==> src/design/crhp_pkg.sv <==
`default_nettype none

package crhp_pkg;

    localparam int VALUE_BITS_DEFAULT = 32;
    localparam int FIELD_BITS         = 32;
    localparam int PREFIX_LEN         = 6;

    localparam logic [7:0] CH_DASH    = 8'h2D;
    localparam logic [7:0] CH_SLASH   = 8'h2F;
    localparam logic [7:0] CH_ZERO    = 8'h30;
    localparam logic [7:0] CH_NINE    = 8'h39;

    // characters of the "bytes " prefix by position
    function automatic logic [7:0] prefix_char(input logic [2:0] idx);
        logic [7:0] c;
        case (idx)
            3'd0:    c = 8'h62;
            3'd1:    c = 8'h79;
            3'd2:    c = 8'h74;
            3'd3:    c = 8'h65;
            3'd4:    c = 8'h73;
            3'd5:    c = 8'h20;
            default: c = 8'h00;
        endcase
        return c;
    endfunction

endpackage

`default_nettype wire

==> src/design/content_range_header_parser.sv <==
`default_nettype none
// the result appears on the master side in the cycle after the transfer of the final character
// throughput: one character per cycle while the master side takes results
// the input side stalls only while a result is held and not taken
// i_rst_n is synchronous, active low: parser returns to prefix position zero
// with cleared accumulators, and no result is pending
module content_range_header_parser
    import crhp_pkg::*;
#(
    parameter int VALUE_BITS = VALUE_BITS_DEFAULT
) (
    input  wire logic                    i_clk,
    input  wire logic                    i_rst_n,
    input  wire logic                    i_s_axis_tvalid,
    output logic                         o_s_axis_tready,
    input  wire logic [7:0]              i_s_axis_tdata,   // char_byte
    input  wire logic                    i_s_axis_tlast,   // final_char
    output logic                         o_m_axis_tvalid,
    input  wire logic                    i_m_axis_tready,
    output logic [3*FIELD_BITS-1:0]      o_m_axis_tdata,   // first_byte, last_byte, object_length
    output logic                         o_m_axis_tuser    // range_ok
);

    localparam int EXT_W = (VALUE_BITS > FIELD_BITS) ? VALUE_BITS : FIELD_BITS;

    typedef enum logic [3:0] {
        PH_P0, PH_P1, PH_P2, PH_P3, PH_P4, PH_P5,
        PH_START, PH_LAST, PH_TOTAL
    } t_phase;

    t_phase                  r_phase, n_phase;
    logic [VALUE_BITS-1:0]   r_start, n_start;
    logic [VALUE_BITS-1:0]   r_end, n_end;
    logic [VALUE_BITS-1:0]   r_total, n_total;
    logic                    r_seen, n_seen;
    logic                    r_err, n_err;

    logic                    r_out_valid;
    logic                    r_out_ok, n_ok;
    logic [FIELD_BITS-1:0]   r_first, r_last, r_length;

    logic                    in_xfer;
    logic                    is_digit;
    logic [VALUE_BITS-1:0]   acc;
    logic [VALUE_BITS+3:0]   acc_wide;
    logic [VALUE_BITS+3:0]   prod;
    logic                    ovf;
    logic [EXT_W-1:0]        ext_start, ext_end, ext_total;

    assign o_s_axis_tready = !r_out_valid || i_m_axis_tready;
    assign in_xfer         = i_s_axis_tvalid && o_s_axis_tready;
    assign is_digit        = (i_s_axis_tdata >= CH_ZERO) && (i_s_axis_tdata <= CH_NINE);

    always_comb begin
        case (r_phase)
            PH_START: acc = r_start;
            PH_LAST:  acc = r_end;
            default:  acc = r_total;
        endcase
    end

    // acc * 10 + digit, overflow when the top bits are set
    assign acc_wide = {4'b0000, acc};
    assign prod     = (acc_wide << 3) + (acc_wide << 1)
                    + {{VALUE_BITS{1'b0}}, i_s_axis_tdata[3:0]};
    assign ovf      = |prod[VALUE_BITS+3:VALUE_BITS];

    always_comb begin
        n_phase = r_phase;
        n_start = r_start;
        n_end   = r_end;
        n_total = r_total;
        n_seen  = r_seen;
        n_err   = r_err;
        if (!r_err) begin
            if (r_phase < PH_START) begin
                if (i_s_axis_tdata == prefix_char(r_phase[2:0])) begin
                    n_phase = t_phase'(r_phase + 4'd1);
                end else begin
                    n_err = 1'b1;
                end
            end else if (is_digit) begin
                if (ovf) begin
                    n_err = 1'b1;
                end else begin
                    n_seen = 1'b1;
                    case (r_phase)
                        PH_START: n_start = prod[VALUE_BITS-1:0];
                        PH_LAST:  n_end   = prod[VALUE_BITS-1:0];
                        default:  n_total = prod[VALUE_BITS-1:0];
                    endcase
                end
            end else if (r_phase == PH_START && i_s_axis_tdata == CH_DASH && r_seen) begin
                n_phase = PH_LAST;
                n_seen  = 1'b0;
            end else if (r_phase == PH_LAST && i_s_axis_tdata == CH_SLASH && r_seen) begin
                n_phase = PH_TOTAL;
                n_seen  = 1'b0;
            end else begin
                n_err = 1'b1;
            end
        end
    end

    assign n_ok = !n_err && (n_phase == PH_TOTAL) && n_seen
               && (n_end >= n_start) && (n_total != '0) && (n_end < n_total);

    assign ext_start = EXT_W'(n_start);
    assign ext_end   = EXT_W'(n_end);
    assign ext_total = EXT_W'(n_total);

    always_ff @(posedge i_clk) begin
        if (!i_rst_n) begin
            r_phase     <= PH_P0;
            r_start     <= '0;
            r_end       <= '0;
            r_total     <= '0;
            r_seen      <= 1'b0;
            r_err       <= 1'b0;
            r_out_valid <= 1'b0;
            r_out_ok    <= 1'b0;
            r_first     <= '0;
            r_last      <= '0;
            r_length    <= '0;
        end else begin
            if (r_out_valid && i_m_axis_tready) begin
                r_out_valid <= 1'b0;
            end
            if (in_xfer) begin
                if (i_s_axis_tlast) begin
                    r_phase     <= PH_P0;
                    r_start     <= '0;
                    r_end       <= '0;
                    r_total     <= '0;
                    r_seen      <= 1'b0;
                    r_err       <= 1'b0;
                    r_out_valid <= 1'b1;
                    // result payload, zero fields when the range is rejected
                    r_out_ok    <= n_ok;
                    r_first     <= n_ok ? ext_start[FIELD_BITS-1:0] : '0;
                    r_last      <= n_ok ? ext_end[FIELD_BITS-1:0]   : '0;
                    r_length    <= n_ok ? ext_total[FIELD_BITS-1:0] : '0;
                end else begin
                    r_phase <= n_phase;
                    r_start <= n_start;
                    r_end   <= n_end;
                    r_total <= n_total;
                    r_seen  <= n_seen;
                    r_err   <= n_err;
                end
            end
        end
    end

    assign o_m_axis_tvalid = r_out_valid;
    assign o_m_axis_tuser  = r_out_ok;
    assign o_m_axis_tdata  = {r_length, r_last, r_first};

    a_final_gives_result: assert property (@(posedge i_clk) disable iff (!i_rst_n)
        (in_xfer && i_s_axis_tlast) |=> r_out_valid)
        else $error("final character transfer produced no result");

    a_final_clears_state: assert property (@(posedge i_clk) disable iff (!i_rst_n)
        (in_xfer && i_s_axis_tlast) |=> (r_phase == PH_P0 && !r_err && !r_seen))
        else $error("parser state not cleared after final character");

    a_reject_zero_fields: assert property (@(posedge i_clk) disable iff (!i_rst_n)
        (r_out_valid && !r_out_ok) |-> (r_first == '0 && r_last == '0 && r_length == '0))
        else $error("rejected range carries nonzero fields");

    a_stall_blocks_input: assert property (@(posedge i_clk) disable iff (!i_rst_n)
        (r_out_valid && !i_m_axis_tready) |-> !o_s_axis_tready)
        else $error("input taken while result is stalled");

endmodule

`default_nettype wire

==> config.mk <==
export PLATFORM = sky130hd
export DESIGN_NAME = content_range_header_parser
export DESIGN_NICKNAME = d
export VERILOG_FILES = /design/src/design/crhp_pkg.sv /design/src/design/content_range_header_parser.sv
export SDC_FILE = /design/constraint.sdc
export NUM_CORES = 1
export LEC_CHECK = 0
export BUFFER_PORTS_ARGS = -buffer_cell sky130_fd_sc_hd__buf_2
export CAP_MARGIN = 20
export CORE_MARGIN = 5
export CORE_UTILIZATION = 30
export DETAILED_ROUTE_END_ITERATION = 16
export HOLD_SLACK_MARGIN = 0.15
export PLACE_DENSITY_LB_ADDON = 0.1
export SETUP_SLACK_MARGIN = 0.4
export SLEW_MARGIN = 25
export SYNTH_ARGS = -nofsm -noshare
export SYNTH_HDL_FRONTEND = slang
export SYNTH_SLANG_ARGS = --single-unit
==> constraint.sdc <==
create_clock -name i_clk -period 9.1 [get_ports i_clk]
set_input_delay 1.82 -clock i_clk [delete_from_list [all_inputs] [get_ports i_clk]]
set_output_delay 1.82 -clock i_clk [all_outputs]
set_load 0.05 [all_outputs]
==> summary.md <==
| Metric | Value |
|---|---|
| H-tree levels | `4` |
| Startpoint class of the critical path | `register` |
| Via count | `12600` |
| Total CTS buffers | `17` |
| Status | `finished, final reports clean` |
| Top post-synthesis cells by area | `dfxtp_1 30%, ha_1 12%, o21ai_0 7.8%` |
| Final Util | `35.2%` |
| Worst-Skew Late Latency | `480 ps` |
| Residual DRC | `0` |
| Maxcap violations | `0` |
| Multi-input gate area | `approximately 9000 um2` |
| Initial core utilization | `30.3%` |
| Type of the tightest min-delay check | `reg -> reg` |
| Final hold vios | `0` |
| Port-buffer cells | `111` |
| Ant diodes | `0` |
| Ys Warns | `0` |
| Initial DRC count | `876` |
| Die area | `49000 um2` |
| CP Max Fanout | `36` |
| WS Path Type | `reg -> reg` |
| Wire length per cell | `around 21 um` |
| Placed cell count | `2300` |
| Non-filler instance count after layout | `2336` |
| Die X-Extent | `221 um` |
| Slew HR | `33.4%` |
| Fmax | `0.120 GHz` |
| Drt total wl | `49.9 mm` |
| Leak | `6.15 nW` |
| Register area | `roughly 4000 um2` |
| Req. time, crit path | `9480 ps` |
| Synthesized area per cell | `8.15 um2` |
| First-pass GRT wire length | `76.5 mm` |
| Vias in the first global route | `12300` |
| Worst-margin pin slew | `around 1000 ps` |
| Vias per cell | `5.40` |
| Number of flops mapped to enable cells by yosys | `0` |
| Clk buf depth | `2` |
| CP max stage cell | `or4_4` |
| Ys flop type | `dfxtp_1` |
| Die height | `between 200 and 250 um` |
| Critical path endpoint category | `register` |
| Fillers | `4632` |
| Overflow after GRT | `0` |
| DP HPWL | `37.6 mm` |
| Post-Synthesis Cells | `1643` |
| RSZ-0062 raised after global routing | `no` |
| Post-synth top cells | `245 x nand2_1, 210 x o21ai_0, 200 x dfxtp_1` |
| Final min period | `8340 ps` |
| GP Congestion | `0.870` |
| # hold bufs at CTS | `0` |
| Nets | `1877` |
| Layout cell share with drive strength beyond 1 | `between 10% and 20%` |
| Post-synth cell types | `between 70 and 80` |
| # IOs | `112` |
| Core Box Area | `44200 um2` |
| Row count | `77` |
| Max rail drop VDD | `137 uV` |
| Placed Area | `14800 um2` |
| Period utilization | `slightly above 90%` |
| Post-synth top area cell | `dfxtp_1` |
| Post-route ant nets | `0` |
| Post-Syn Nets | `about 1800` |
| Slew Limit Fails | `0` |
| Post-route cell area | `approximately 16000 um2` |
| # clock sinks | `200` |
| # setup viols final | `0` |
| Root Buffer | `clkbuf_16` |
| Clock Skew | `roughly 19 ps` |
| Synth async-reset ratio | `0%` |
| Setup TNS | `0 ps` |
| Yosys top cell area share | `29.9%` |
| Most frequent cell after synthesis | `nand2_1` |
| Worst hold slack | `between 400 and 500 ps` |
| Sequential share of the synthesized area | `29.9%` |
| Yosys reg bits | `200` |
| CP peak stage delay | `approximately 690 ps` |
| Antenna violations before repair | `1` |
| Largest net degree at the start of global routing | `slightly above 100` |
| WP data arrival | `8730 ps` |
| P per Cell Area | `111 nW/um2` |
| Synth Cell Area | `13400 um2` |
| Clock Pin Slew Worst Setup and Hold Paths | `80 ps` |
| Area grow syn2layout | `16.3%` |
| CTS tree | `yes` |
| Drt pass-1 iters | `5` |
| Total track usage | `19.6%` |
## path summary, 6_finish.rpt
kind	from	to	slack (ps)	cells past startpoint
worst max register to register	r_phase[0]	r_first[11]	760	30
worst min-delay path	r_last[4]	r_last[4]	450	2
worst min register to register	r_last[4]	r_last[4]	450	2
worst max-delay path	r_phase[0]	r_first[11]	760	30
## power breakdown
group	total, W	leakage, nW	switching (W)	internal (W)
Clock	0.000799	0.291	0.000387	0.000412
Combinational	0.0000610	4.24	0.0000477	0.0000132
Sequential	0.000876	1.61	0.00000114	0.000875
Total	0.00174	6.15	0.000435	0.00130
## layer usage
metal,GRT usage [%],routed length [um],vias up
met5,0,0,-
met4,4.70,748,0
met3,2.57,1790,32
met2,31.3,22400,271
met1,28.2,25000,6125
li1,-,-,6196
## final cells by class
class / count / area share (%)
multi-input combinational: 1322 / 58.0
sequential: 200 / 25.7
timing repair buffer: 171 / 7.27
tap: 592 / 4.76
clock buffer: 18 / 2.76
clock inverter: 14 / 1.08
inverter: 19 / 0.458
## cells in the final DEF (no fill, tap or decap), drive strengths merged, types with 18 or more instances in the layout
cell    instances
a21o           25
a21oi          73
a22oi          68
and2           76
buf           170
clkbuf         19
dfxtp         200
ha            131
inv            23
mux2           32
mux2i          64
nand2         245
nand3          18
nand4          18
nor2           45
nor2b          49
nor4           18
o21ai         230
o31ai          36
## registers in the layout, summed over array words and instances (netlist names)
name and count:
o_m_axis_tuser 1, r_total 32, r_err 1, r_end 32, r_start 32, r_seen 1, r_last 32, o_m_axis_tvalid 1
r_first 32, r_length 32, r_phase 4
## cell families (layout without fill, tap and decap cells)
kind of cell | count (synthesis) | in the layout | synth area share, %
simple gates | 543 | 543 | 20.3
compound gates | 532 | 532 | 24.9
flops | 200 | 200 | 29.9
fa+ha+maj | 133 | 133 | 12.5
buf+inv | 121 | 222 | 3.72
mux | 96 | 96 | 7.47
xor+xnor | 18 | 18 | 1.18
## worst max-delay path: cells and delay by family (launching register included)
family / cells / cell delay (ps)
compound gates: 11 / 2190
flops: 1 / 370
buf+inv: 6 / 1410
fa+ha+maj: 4 / 1320
mux: 2 / 750
simple gates: 7 / 2100
## metrics by stage
step                power, W  setup slack, ps
floorplan           0.000933              821
global route         0.00179              406
finish               0.00174              756
CTS                  0.00176              432
detailed placement  0.000959              102
global placement    0.000956              281
## timing repair
action / in CTS / in global routing
setup buffers: 0 / 3
gates resized for setup: 1 / 42
setup endpoints to repair: 14 / 97
cloned: 0 / 1
pin swaps: 0 / 4
No activity file was read; power rests on OpenSTA's default activity.
